===== src/rtl/core/dobs_pkg.sv =====
package dobs_pkg;

	localparam int MAX_STEPS = 16;
	localparam int DUR_W     = 24;
	localparam int IDX_W     = $clog2(MAX_STEPS);
	localparam int CNT_W     = IDX_W + 1;

	typedef enum logic [2:0] {
		ACT_SET     = 3'd0,
		ACT_IMPULSE = 3'd1,
		ACT_BEGIN   = 3'd2,
		ACT_ADD     = 3'd3,
		ACT_RUN     = 3'd4,
		ACT_TICK    = 3'd5
	} action_t;

	typedef enum logic [1:0] {
		TOK_TIMED = 2'd0,
		TOK_HOLD  = 2'd1,
		TOK_LOOP  = 2'd2
	} token_t;

	typedef enum logic [2:0] {
		MODE_IDLE    = 3'b001,
		MODE_IMPULSE = 3'b010,
		MODE_PATTERN = 3'b100
	} mode_t;

	typedef struct packed {
		logic [2:0]       action;
		logic             level;
		logic [1:0]       token_kind;
		logic [DUR_W-1:0] duration;
	} cmd_t;

	typedef struct packed {
		logic             out_level;
		logic             write_strobe;
		logic             busy_res;
		logic             table_full;
	} result_t;

	typedef struct packed {
		logic             lvl;
		logic [DUR_W-1:0] ticks;
	} step_t;

	typedef struct packed {
		logic             en;
		logic [IDX_W-1:0] addr;
		step_t            data;
	} step_wr_t;

endpackage


===== src/rtl/core/dobs_in_if.sv =====
interface dobs_in_if;
	logic                        valid;
	logic                        ready;
	logic [2:0]                  action;
	logic                        level;
	logic [1:0]                  token_kind;
	logic [dobs_pkg::DUR_W-1:0]  duration;

	modport source (output valid, action, level, token_kind, duration, input ready);
	modport sink (input valid, action, level, token_kind, duration, output ready);
endinterface


===== src/rtl/core/dobs_out_if.sv =====
interface dobs_out_if;
	logic valid;
	logic ready;
	logic out_level;
	logic write_strobe;
	logic busy_res;
	logic table_full;

	modport source (output valid, out_level, write_strobe, busy_res, table_full, input ready);
	modport sink (input valid, out_level, write_strobe, busy_res, table_full, output ready);
endinterface


===== src/rtl/core/dobs_step_table.sv =====
module dobs_step_table (
	input  logic                            clk,
	input  dobs_pkg::step_wr_t              wr,
	input  logic [dobs_pkg::IDX_W-1:0]      rd_addr,
	output dobs_pkg::step_t                 rd_data
);

	dobs_pkg::step_t steps_q [dobs_pkg::MAX_STEPS];

	always_ff @(posedge clk) begin
		if (wr.en) begin
			steps_q[wr.addr] <= wr.data;
		end
	end

	assign rd_data = steps_q[rd_addr];

endmodule


===== src/rtl/core/dobs_engine.sv =====
module dobs_engine (
	input  logic                        clk,
	input  logic                        arst_n,
	input  logic                        fire,
	input  dobs_pkg::cmd_t              cmd,
	input  dobs_pkg::step_t             rd_data,
	output logic [dobs_pkg::IDX_W-1:0]  rd_addr,
	output dobs_pkg::step_wr_t          wr,
	output dobs_pkg::result_t           res
);

	localparam logic [dobs_pkg::CNT_W-1:0] MaxCnt = dobs_pkg::CNT_W'(dobs_pkg::MAX_STEPS);

	logic                        drive_q, n_drive;
	dobs_pkg::mode_t             mode_q, n_mode;
	logic [dobs_pkg::DUR_W-1:0]  ticks_q, n_ticks;
	logic [dobs_pkg::CNT_W-1:0]  index_q, n_index;
	logic [dobs_pkg::CNT_W-1:0]  total_q, n_total;
	logic [dobs_pkg::CNT_W-1:0]  loop_pt_q, n_loop_pt;
	logic                        loop_seen_q, n_loop_seen;
	logic                        next_lvl_q, n_next_lvl;

	logic [dobs_pkg::CNT_W-1:0]  nxt;
	logic                        wrap;
	logic                        expire;
	logic                        strobe;
	logic                        full;

	assign wrap = (total_q != '0) && (index_q == total_q - 1'b1) && loop_seen_q
		&& (loop_pt_q < total_q);
	assign nxt = wrap ? loop_pt_q : index_q + 1'b1;
	assign expire = (ticks_q <= dobs_pkg::DUR_W'(1));
	assign rd_addr = (cmd.action == dobs_pkg::ACT_RUN) ? '0 : nxt[dobs_pkg::IDX_W-1:0];

	always_comb begin
		n_drive     = drive_q;
		n_mode      = mode_q;
		n_ticks     = ticks_q;
		n_index     = index_q;
		n_total     = total_q;
		n_loop_pt   = loop_pt_q;
		n_loop_seen = loop_seen_q;
		n_next_lvl  = next_lvl_q;
		strobe      = 1'b0;
		full        = 1'b0;
		wr          = '0;
		case (dobs_pkg::action_t'(cmd.action))
			dobs_pkg::ACT_SET: begin
				n_mode  = dobs_pkg::MODE_IDLE;
				n_ticks = '0;
				n_drive = cmd.level;
				strobe  = 1'b1;
			end
			dobs_pkg::ACT_IMPULSE: begin
				n_drive = 1'b1;
				strobe  = 1'b1;
				n_mode  = dobs_pkg::MODE_IMPULSE;
				n_ticks = cmd.duration;
			end
			dobs_pkg::ACT_BEGIN: begin
				n_mode      = dobs_pkg::MODE_IDLE;
				n_ticks     = '0;
				n_total     = '0;
				n_index     = '0;
				n_loop_pt   = '0;
				n_loop_seen = 1'b0;
				n_next_lvl  = 1'b1;
			end
			dobs_pkg::ACT_ADD: begin
				if (cmd.token_kind inside {dobs_pkg::TOK_TIMED, dobs_pkg::TOK_HOLD}) begin
					if (total_q < MaxCnt) begin
						wr.en   = fire;
						wr.addr = total_q[dobs_pkg::IDX_W-1:0];
						if (cmd.token_kind == dobs_pkg::TOK_TIMED) begin
							wr.data.lvl   = next_lvl_q;
							wr.data.ticks = cmd.duration;
							n_next_lvl    = ~next_lvl_q;
						end else begin
							wr.data.lvl   = drive_q;
							wr.data.ticks = '0;
						end
						n_total = total_q + 1'b1;
					end else begin
						full = 1'b1;
					end
				end else if (cmd.token_kind == dobs_pkg::TOK_LOOP) begin
					if (!loop_seen_q) begin
						n_loop_seen = 1'b1;
						n_loop_pt   = total_q;
					end
				end
			end
			dobs_pkg::ACT_RUN: begin
				n_mode  = dobs_pkg::MODE_IDLE;
				n_ticks = '0;
				n_index = '0;
				if (total_q != '0) begin
					n_drive = rd_data.lvl;
					n_ticks = rd_data.ticks;
					n_mode  = dobs_pkg::MODE_PATTERN;
					strobe  = 1'b1;
				end
			end
			dobs_pkg::ACT_TICK: begin
				if (mode_q == dobs_pkg::MODE_IMPULSE) begin
					if (expire) begin
						n_mode  = dobs_pkg::MODE_IDLE;
						n_ticks = '0;
						n_drive = 1'b0;
						strobe  = 1'b1;
					end else begin
						n_ticks = ticks_q - 1'b1;
					end
				end else if (mode_q == dobs_pkg::MODE_PATTERN) begin
					if (expire) begin
						if (nxt < total_q) begin
							n_index = nxt;
							n_drive = rd_data.lvl;
							n_ticks = rd_data.ticks;
							strobe  = 1'b1;
						end else begin
							n_mode  = dobs_pkg::MODE_IDLE;
							n_ticks = '0;
						end
					end else begin
						n_ticks = ticks_q - 1'b1;
					end
				end
			end
			default: begin
			end
		endcase
	end

	assign res.out_level    = n_drive;
	assign res.write_strobe = strobe;
	assign res.busy_res     = (n_mode != dobs_pkg::MODE_IDLE);
	assign res.table_full   = full;

	always_ff @(posedge clk or negedge arst_n) begin
		if (!arst_n) begin
			drive_q     <= 1'b0;
			mode_q      <= dobs_pkg::MODE_IDLE;
			ticks_q     <= '0;
			index_q     <= '0;
			total_q     <= '0;
			loop_pt_q   <= '0;
			loop_seen_q <= 1'b0;
			next_lvl_q  <= 1'b1;
		end else if (fire) begin
			drive_q     <= n_drive;
			mode_q      <= n_mode;
			ticks_q     <= n_ticks;
			index_q     <= n_index;
			total_q     <= n_total;
			loop_pt_q   <= n_loop_pt;
			loop_seen_q <= n_loop_seen;
			next_lvl_q  <= n_next_lvl;
		end
	end

endmodule


===== src/rtl/core/digital_output_blink_sequencer.sv =====
// Channel  Direction  Payload
// item     in         action, level, token_kind, duration
// result   out        out_level, write_strobe, busy_res, table_full
//
// Every beat passes an input register and then a result register, and one beat is
// taken per cycle while the result register is not stalled.
// The state update and the single step-table read both happen in the same cycle.
// Reset clears the control state; the step table holds no reset value.
// A stalled result holds its register, and the input register then fills and stalls the input.
module digital_output_blink_sequencer (
	input  logic       clk,
	input  logic       arst_n,
	dobs_in_if.sink    item,
	dobs_out_if.source result
);

	logic                           valid_s1;
	dobs_pkg::cmd_t                 cmd_s1;
	logic                           res_valid_q;
	dobs_pkg::result_t              res_q;
	logic                           advance;
	logic                           accept;
	logic                           fire;
	dobs_pkg::result_t              res;
	dobs_pkg::step_wr_t             wr;
	dobs_pkg::step_t                rd_data;
	logic [dobs_pkg::IDX_W-1:0]     rd_addr;

	assign advance    = !res_valid_q || result.ready;
	assign item.ready = !valid_s1 || advance;
	assign accept     = item.valid && item.ready;
	assign fire       = valid_s1 && advance;

	always_ff @(posedge clk or negedge arst_n) begin
		if (!arst_n) begin
			valid_s1    <= 1'b0;
			res_valid_q <= 1'b0;
		end else begin
			if (accept) begin
				valid_s1 <= 1'b1;
			end else if (advance) begin
				valid_s1 <= 1'b0;
			end
			if (advance) begin
				res_valid_q <= valid_s1;
			end
		end
	end

	always_ff @(posedge clk) begin
		if (accept) begin
			cmd_s1.action     <= item.action;
			cmd_s1.level      <= item.level;
			cmd_s1.token_kind <= item.token_kind;
			cmd_s1.duration   <= item.duration;
		end
		if (fire) begin
			res_q <= res;
		end
	end

	dobs_engine u_engine (
		.clk     (clk),
		.arst_n  (arst_n),
		.fire    (fire),
		.cmd     (cmd_s1),
		.rd_data (rd_data),
		.rd_addr (rd_addr),
		.wr      (wr),
		.res     (res)
	);

	dobs_step_table u_table (
		.clk     (clk),
		.wr      (wr),
		.rd_addr (rd_addr),
		.rd_data (rd_data)
	);

	assign result.valid        = res_valid_q;
	assign result.out_level    = res_q.out_level;
	assign result.write_strobe = res_q.write_strobe;
	assign result.busy_res     = res_q.busy_res;
	assign result.table_full   = res_q.table_full;

endmodule


===== src/flat_wrapper.sv =====
// flat-port wrapper written by rule: the top's interface ports become plain ports
module digital_output_blink_sequencer_flat 
  (clk, arst_n, item_valid, item_action, item_level, item_token_kind, item_duration, item_ready, result_valid, result_out_level, result_write_strobe, result_busy_res, result_table_full, result_ready);
  dobs_in_if item_i ();
  dobs_out_if result_i ();
  input  logic clk;
  input  logic arst_n;
  input wire logic [$bits(item_i.valid)-1:0] item_valid;
  input wire logic [$bits(item_i.action)-1:0] item_action;
  input wire logic [$bits(item_i.level)-1:0] item_level;
  input wire logic [$bits(item_i.token_kind)-1:0] item_token_kind;
  input wire logic [$bits(item_i.duration)-1:0] item_duration;
  output wire logic [$bits(item_i.ready)-1:0] item_ready;
  output wire logic [$bits(result_i.valid)-1:0] result_valid;
  output wire logic [$bits(result_i.out_level)-1:0] result_out_level;
  output wire logic [$bits(result_i.write_strobe)-1:0] result_write_strobe;
  output wire logic [$bits(result_i.busy_res)-1:0] result_busy_res;
  output wire logic [$bits(result_i.table_full)-1:0] result_table_full;
  input wire logic [$bits(result_i.ready)-1:0] result_ready;
  assign item_i.valid = item_valid;
  assign item_i.action = item_action;
  assign item_i.level = item_level;
  assign item_i.token_kind = item_token_kind;
  assign item_i.duration = item_duration;
  assign item_ready = item_i.ready;
  assign result_valid = result_i.valid;
  assign result_out_level = result_i.out_level;
  assign result_write_strobe = result_i.write_strobe;
  assign result_busy_res = result_i.busy_res;
  assign result_table_full = result_i.table_full;
  assign result_i.ready = result_ready;
  digital_output_blink_sequencer u_core (.clk(clk), .arst_n(arst_n), .item(item_i), .result(result_i));
endmodule

===== config.mk =====
export PLATFORM = sky130hd
export DESIGN_NAME = digital_output_blink_sequencer_flat
export DESIGN_NICKNAME = d
export VERILOG_FILES = /design/src/rtl/core/dobs_pkg.sv /design/src/rtl/core/dobs_in_if.sv /design/src/rtl/core/dobs_out_if.sv /design/src/rtl/core/dobs_step_table.sv /design/src/rtl/core/dobs_engine.sv /design/src/rtl/core/digital_output_blink_sequencer.sv /design/src/flat_wrapper.sv
export SDC_FILE = /design/constraint.sdc
export NUM_CORES = 1
export LEC_CHECK = 0
export BUFFER_PORTS_ARGS = -buffer_cell sky130_fd_sc_hd__buf_4
export CORE_MARGIN = 2
export CORE_UTILIZATION = 55
export CTS_BUF_LIST = sky130_fd_sc_hd__clkbuf_4
export CTS_CLUSTER_SIZE = 16
export DETAILED_ROUTE_END_ITERATION = 6
export PLACE_DENSITY_LB_ADDON = 0.2
export SLEW_MARGIN = 20
export SYNTH_ARGS = -nofsm -noshare
export SYNTH_HDL_FRONTEND = slang
export SYNTH_SLANG_ARGS = --single-unit

===== constraint.sdc =====
create_clock -name clk -period 5.2 [get_ports clk]
set_input_delay 0.52 -clock clk [delete_from_list [all_inputs] [get_ports clk]]
set_output_delay 0.52 -clock clk [all_outputs]
set_load 0.01 [all_outputs]

==> impl_metrics.ini, run 1 <==
[flow_run]
drv_cap = 0

[grt]
grt_pass1_vias = 13890
grt_use_met1_pct = 39.84
grt_pass1_wl_um = 84610
grtUsageTotal_pct = 29.85
globalRoute.busiestLayer = met2
grt_max_degree = 64
met2_usage_pct = 47.22
grt_util_met3_pct = 7.204
grt_antenna_before_repair = 1
grt_overflow = 0

[drt]
drt_wl_total_um = 56540
drt_iter0_drc = 1619
drc = 0
wire_per_inst_um = 26.31
dr.pass1.iters = 5
vias_per_cell = 6.410
final_antenna_net_count = 0
vias = 13780

[logic_synthesis]
yosysTopAreaCell = edfxtp_1
syn_inst = 1429
synth_top_area_share_pct = 63.85
synth_warnings = 0
synthTopCellsByArea = edfxtp_1 (64%), mux2i_1 (5.7%), dfrtp_1 (5.5%), o21ai_0 (2.6%), a221oi_1 (2.4%)
synth_fp_nets = 1476
synth_ff_type = edfxtp_1
ys_ff_latch = 481
synth-edff-count = 434
avgSynthCellArea_um2 = 14.28
ys_types = 76
synthArstFlopShare_pct = 9.771
synth_seq_area_share_pct = 69.62
synthesis.area_um2 = 20410

[sta]
fin_ws_ns = 0.4549
setup_tns_ns = 0
drv_slew = 0
fin_hold_ws_ns = 0.3056
rsz0062_at_grt = no
fin_crit_ns = 4.745
finalCritPeriodShare_pct = 91.25
slew-limit-headroom_pct = 22.58
fmax_mhz = 210.7
worst_pin_slew_ns = 1.159
finalSetupViolCount = 0
hold_violations = 0
finalClockSkew_ns = 0.07894

[clock_tree]
post_cts_resized = 0
clk_path_buf_depth = 3
clk_pin_slew_ns = 0.07
cts_max_level = 3
post-cts-setup-buffer-count = 0
cts_hold_buf = 33
clock_sinks = 481
cts_tree = yes
numCtsBuffers = 118
root_buffer = clkbuf_4
clk_latency_ns = 0.86

[setup_path]
slowest_stage = dfrtp_1
crit_fanout = 13
slowest_delay_ns = 0.68
cp.depth = 15
worstPathRequired_ns = 5.97
worst_ep_arrival_time_ns = 5.51
crit_buf_inv = 2
worstSetupEndpointType = flop
r2r_cells = 15
crit_path_start_kind = flop
crit_chain = inv_1, ha_1, a2111oi_0, or2_2, nand3_1, mux2i_1, inv_1, ha_1, a21o_1, a211oi_1, o21a_1, a31o_2, o221ai_1, a21oi_1, a32o_1
worst-setup-path-type = flop to flop
cp_top_family = compound AO/OA/AOI/OAI gates

[finish]
nets = 1636
layout_commonest_cell = edfxtp_1
drive_above_1_share_pct = 20.06
final_cell_mix = edfxtp_1 (434), clkbuf_4 (184), mux2i_1 (114), o21ai_0 (107)
area_growth_pct = 14.33

[min_path]
min_path_type = input pin to asynchronous set/reset pin

[die]
die-area_um2 = 38670
initial_core_util_pct = 55.76
chipWidth_um = 196.6
rows = 70
fp.dieH_um = 196.6
core_area_um2 = 36610
io_pins = 40

[place]
io_buffer_count = 39
dp_hpwl_um = 32470
pre_cts_slack_ns = 0.5901
gp_congestion = 0.9338

[status]
status = completed

[pwr]
p_per_area_nw_per_um2 = 387.2
vdd_drop_max_mv = 0.2050
finalPower_mw = 9.037
p_leak_nw = 8.536
==> report_power, final <==
part	total (mW)	switching (mW)	internal (mW)
logic	1.40	0.886	0.509
registers	4.45	0.165	4.29
clock network	3.19	1.49	1.70
==> state kept, by name (all words and copies together) (netlist names) <==
signal	flops
u_core.cmd_s1	30
u_core.u_engine.index_q	5
u_core.u_engine.ticks_q	24
u_core.u_engine.total_q	5
u_core.valid_s1	1
u_core.u_engine.loop_pt_q	5
u_core.result.busy_res	1
u_core.result.valid	1
u_core.u_engine.drive_q	1
u_core.result.out_level	1
u_core.u_engine.next_lvl_q	1
u_core.u_table.steps_q	400
u_core.result.write_strobe	1
u_core.u_engine.mode_q	3
u_core.u_engine.loop_seen_q	1
u_core.result.table_full	1
==> cell type report <==
cell class / count / area (µm²)
clock buffer: 184 / 1381
antenna: 1 / 2.502
sequential: 481 / 14210
clock inverter: 27 / 182.7
tap: 468 / 585.6
timing repair buffer: 121 / 1028
fill: 2728 / 13270
multi-input combinational: 847 / 5871
inverter: 20 / 75.07
==> worst register-to-register path, delay by kind of cell (launching register included) <==
kind | cells | cell delay, ns
AOI/OAI and AO/OA | 8 | 2.36
adders and majority gates | 2 | 0.57
and+or+nand+nor | 2 | 0.53
DFF | 1 | 0.68
muxes | 1 | 0.30
buffers and inverters | 2 | 0.29
==> per-stage QoR <==
step	cells	utilization [%]	area, µm²
floorplan	1429	-	20410
detailed placement	1903	58.51	21420
global route	2149	63.75	23340
finish	2149	63.75	23340
global placement	1903	58.51	21420
CTS	2147	63.68	23310
==> per-layer routing <==
| metal | vias to the layer above | wire [µm] |
|---|---|---|
| met5 | - | 0 |
| met4 | 0 | 2033 |
| met3 | 149 | 5605 |
| met2 | 819 | 26570 |
| met1 | 6765 | 22330 |
| li1 | 6042 | - |
==> kinds of logic (layout without fill, tap and decap cells) <==
kind of cell,count (synthesis),after routing,share of synthesized area [%]
DFF,481,481,69.62
adders and majority gates,13,13,0.7969
and+or+nand+nor,335,335,8.048
AOI/OAI and AO/OA,346,346,11.73
buffers and inverters,101,352,2.360
other,0,1,0
muxes,130,130,6.461
xor gates and xnor gates,23,23,0.9869
==> cell usage after synthesis (8+ instances only) <==
cell      number
edfxtp_1     434
nand4_1       11
a21oi_1       41
o31ai_1       11
o21ai_0      107
xnor2_1       17
buf_4         12
mux2i_1      116
ha_1          13
inv_1         19
nor3_1        34
dfrtp_1       45
nor2_1        70
a211oi_1      15
nand2_1       86
nand2b_1       8
a221oi_1      55
nand3_1       50
nor4_1        11
buf_2         10
o22ai_1       16
and2_1        30
mux2_2        13
clkbuf_1      50
o211ai_1      15
==> worst paths after layout <==
path / start / to / slack (ns)
worst max-delay path: u_core.u_engine.total_q[3]$_DFFE_PN0P_ / u_core.u_engine.ticks_q[6]$_DFFE_PN0P_ / 0.45
worst min-delay path: arst_n / u_core.u_engine.ticks_q[19]$_DFFE_PN0P_ / 0.31
worst max register to register: u_core.u_engine.total_q[3]$_DFFE_PN0P_ / u_core.u_engine.ticks_q[6]$_DFFE_PN0P_ / 0.45
worst min register to register: u_core.u_engine.mode_q[0]$_DFFE_PN1P_ / u_core.u_engine.mode_q[0]$_DFFE_PN1P_ / 0.49
max in group asynchronous: arst_n / u_core.valid_s1$_DFFE_PN0P_ / 4.33
min in group clk: item_duration[6] / u_core.cmd_s1[6]$_DFFE_PP_ / 0.38
No activity file was read; power rests on OpenSTA's default activity.
==> run 2: changes to the inputs <==
--- a/config.mk
+++ b/config.mk
@@ -8,7 +8,6 @@
 export BUFFER_PORTS_ARGS = -buffer_cell sky130_fd_sc_hd__buf_4
 export CORE_MARGIN = 2
 export CORE_UTILIZATION = 55
-export CTS_BUF_LIST = sky130_fd_sc_hd__clkbuf_4
 export CTS_CLUSTER_SIZE = 16
 export DETAILED_ROUTE_END_ITERATION = 6
 export PLACE_DENSITY_LB_ADDON = 0.2
==> constraint.sdc (replaced) <==
create_clock -name clk -period 5.2 [get_ports clk]
set_input_delay 0 -clock clk [delete_from_list [all_inputs] [get_ports clk]]
set_output_delay 0 -clock clk [all_outputs]
set_load 0.01 [all_outputs]
==> run 2 against run 1 <==
Compared with the run above: non-clock buffer count is 6 higher; combinational power is essentially flat; design area rose by 0.93%; setup slack improved by 0.023 ns; count of clock-buffer cells in the layout decreased by 117; largest cell class unchanged; clock power up 14%; cell count shrank 5.3%.
==> impl_metrics.ini, run 2 (synthesis gave the netlist of run 1 again) <==
[setup_path]
cp-startpoint = u_core.u_engine.total_q[1]$_DFFE_PN0P_
timing.rr.start = u_core.u_engine.total_q[1]$_DFFE_PN0P_
worst_ep_arrival_time_ns = 5.23
worstPathRequired_ns = 5.71
worstSetupEndpointType = flop
worst-setup-path-type = flop to flop
crit_fanout = 13
crit_path_start_kind = flop

[drt]
wire_per_inst_um = 27.60
drt_iter0_drc = 1658
vias_per_cell = 6.581
drt_wl_total_um = 56190
final_antenna_net_count = 0
dr.pass1.iters = 5
drc = 0
vias = 13400

[place]
dp_hpwl_um = 33090
dp.cells = 1908
gp_congestion = 0.8930
placed_area_um2 = 21520
io_buffer_count = 39

[clock_tree]
cts_tree = yes
cts_hold_buf = 34
post_cts_resized = 0
cts_max_level = 2
clk_latency_ns = 0.59
clk_pin_slew_ns = 0.06
post-cts-setup-buffer-count = 0
clock_sinks = 481
root_buffer = clkbuf_16
numCtsBuffers = 50
clk_path_buf_depth = 3

[finish]
largest-register = u_core.u_table.steps_q
largest_reg_flops = 400
stdcell_count = 2036
drive_above_1_share_pct = 14.16
design_area_um2 = 23550
final_cell_mix = edfxtp_1 (434), mux2i_1 (114), o21ai_0 (107), buf_4 (87), nand2_1 (85)
area_growth_pct = 15.39
nets = 1574
diodes = 0
top_regs = u_core.u_table.steps_q (400), u_core.cmd_s1 (30), u_core.u_engine.ticks_q (24)
layout_commonest_cell = edfxtp_1

[sta]
hold_violations = 0
slew-limit-headroom_pct = 22.89
finalSetupViolCount = 0
finalClockSkew_ns = 0.02101
setup_tns_ns = 0
fin_crit_ns = 4.722
drv_slew = 0
rsz0062_at_grt = no
fmax_mhz = 211.8
finalCritPeriodShare_pct = 90.81
worst_pin_slew_ns = 1.154

[grt]
grt_antenna_before_repair = 0
grt_max_degree = 48
grt_pass1_wl_um = 83090
grt_overflow = 0
grtUsageTotal_pct = 29.40
grt_pass1_vias = 13010

[die]
initial_core_util_pct = 55.76
die-area_um2 = 38670
fp.dieH_um = 196.6
chipWidth_um = 196.6
rows = 70
core_area_um2 = 36610
io_pins = 40

[pwr]
vdd_drop_max_mv = 0.2955
p_per_area_nw_per_um2 = 403.7
p_leak_nw = 8.468
finalPower_mw = 9.508

[min_path]
min_path_type = input pin to asynchronous set/reset pin

[flow_run]
drv_cap = 0

[status]
status = completed
[run 2: cell count changes in the layout (fill, tap and decap cells not counted), sizes merged]
cell	previous run	this run
dlygate4sd3	33	34
clkinv	21	16
diode	1	0
buf	88	93
inv	23	22
clkbuf	184	67
bufinv	2	7
[run 2: area by class of cell]
| class | instances | area (µm²) |
|---|---|---|
| Clock buffer | 67 | 1335 |
| Clock inverter | 26 | 340.3 |
| Fill cell | 2644 | 13060 |
| Inverter | 20 | 75.07 |
| Multi-Input combinational cell | 847 | 5871 |
| Sequential cell | 481 | 14210 |
| Tap cell | 468 | 585.6 |
| Timing Repair Buffer | 127 | 1136 |
[run 2: through the flow]
step	util (%)	setup WS (ns)	hold WS, ns
CTS	64.28	0.5581	0.04945
global route	64.34	0.2433	0.05545
detailed placement	58.78	0.5930	0.1239
finish	64.34	0.4779	0.005768
global placement	58.55	0.7035	0.1153
floorplan	-	0.3696	-0.2956
[run 2: power by group]
part           switching, mW  internal, mW
Sequential             0.155          4.29
Combinational          0.904         0.513
Clock                   1.48          2.16
Total                   2.54          6.97
[run 2: final timing paths]
check / end / slack (ns) / cells past startpoint
worst max-delay path: u_core.u_engine.ticks_q[6]$_DFFE_PN0P_ / 0.48 / 17
worst min register to register: u_core.result.valid$_DFFE_PN0P_ / 0.50 / 1
max in group asynchronous: u_core.u_engine.ticks_q[6]$_DFFE_PN0P_ / 4.66 / 2
min in group clk: u_core.cmd_s1[9]$_DFFE_PP_ / 0.12 / 2
worst min-delay path: u_core.u_engine.index_q[4]$_DFFE_PN0P_ / 0.006 / 2
worst max register to register: u_core.u_engine.ticks_q[6]$_DFFE_PN0P_ / 0.48 / 17
[run 2: critical path, cell delays in order (launching register included)]
cell and delay [ns]:
dfrtp_1 0.38, inv_1 0.14, ha_1 0.28, xnor2_1 0.13, a2111o_1 0.40, or4_1 0.51
nor3_2 0.19, mux2i_1 0.36, inv_1 0.08, ha_1 0.29, a21oi_1 0.17, nor2_1 0.05
a211oi_1 0.28, o21a_1 0.28, a31o_2 0.53, o221ai_1 0.22, a21oi_1 0.15, a32o_1 0.18
[run 2: per-layer routing]
metal | track usage (%) | vias to the layer above | share of wire (%)
met5 | 0 | - | 0
met4 | 9.914 | 0 | 2.9
met3 | 6.229 | 109 | 10
met2 | 45.46 | 808 | 46
met1 | 42.01 | 6641 | 41
li1 | - | 5841 | -
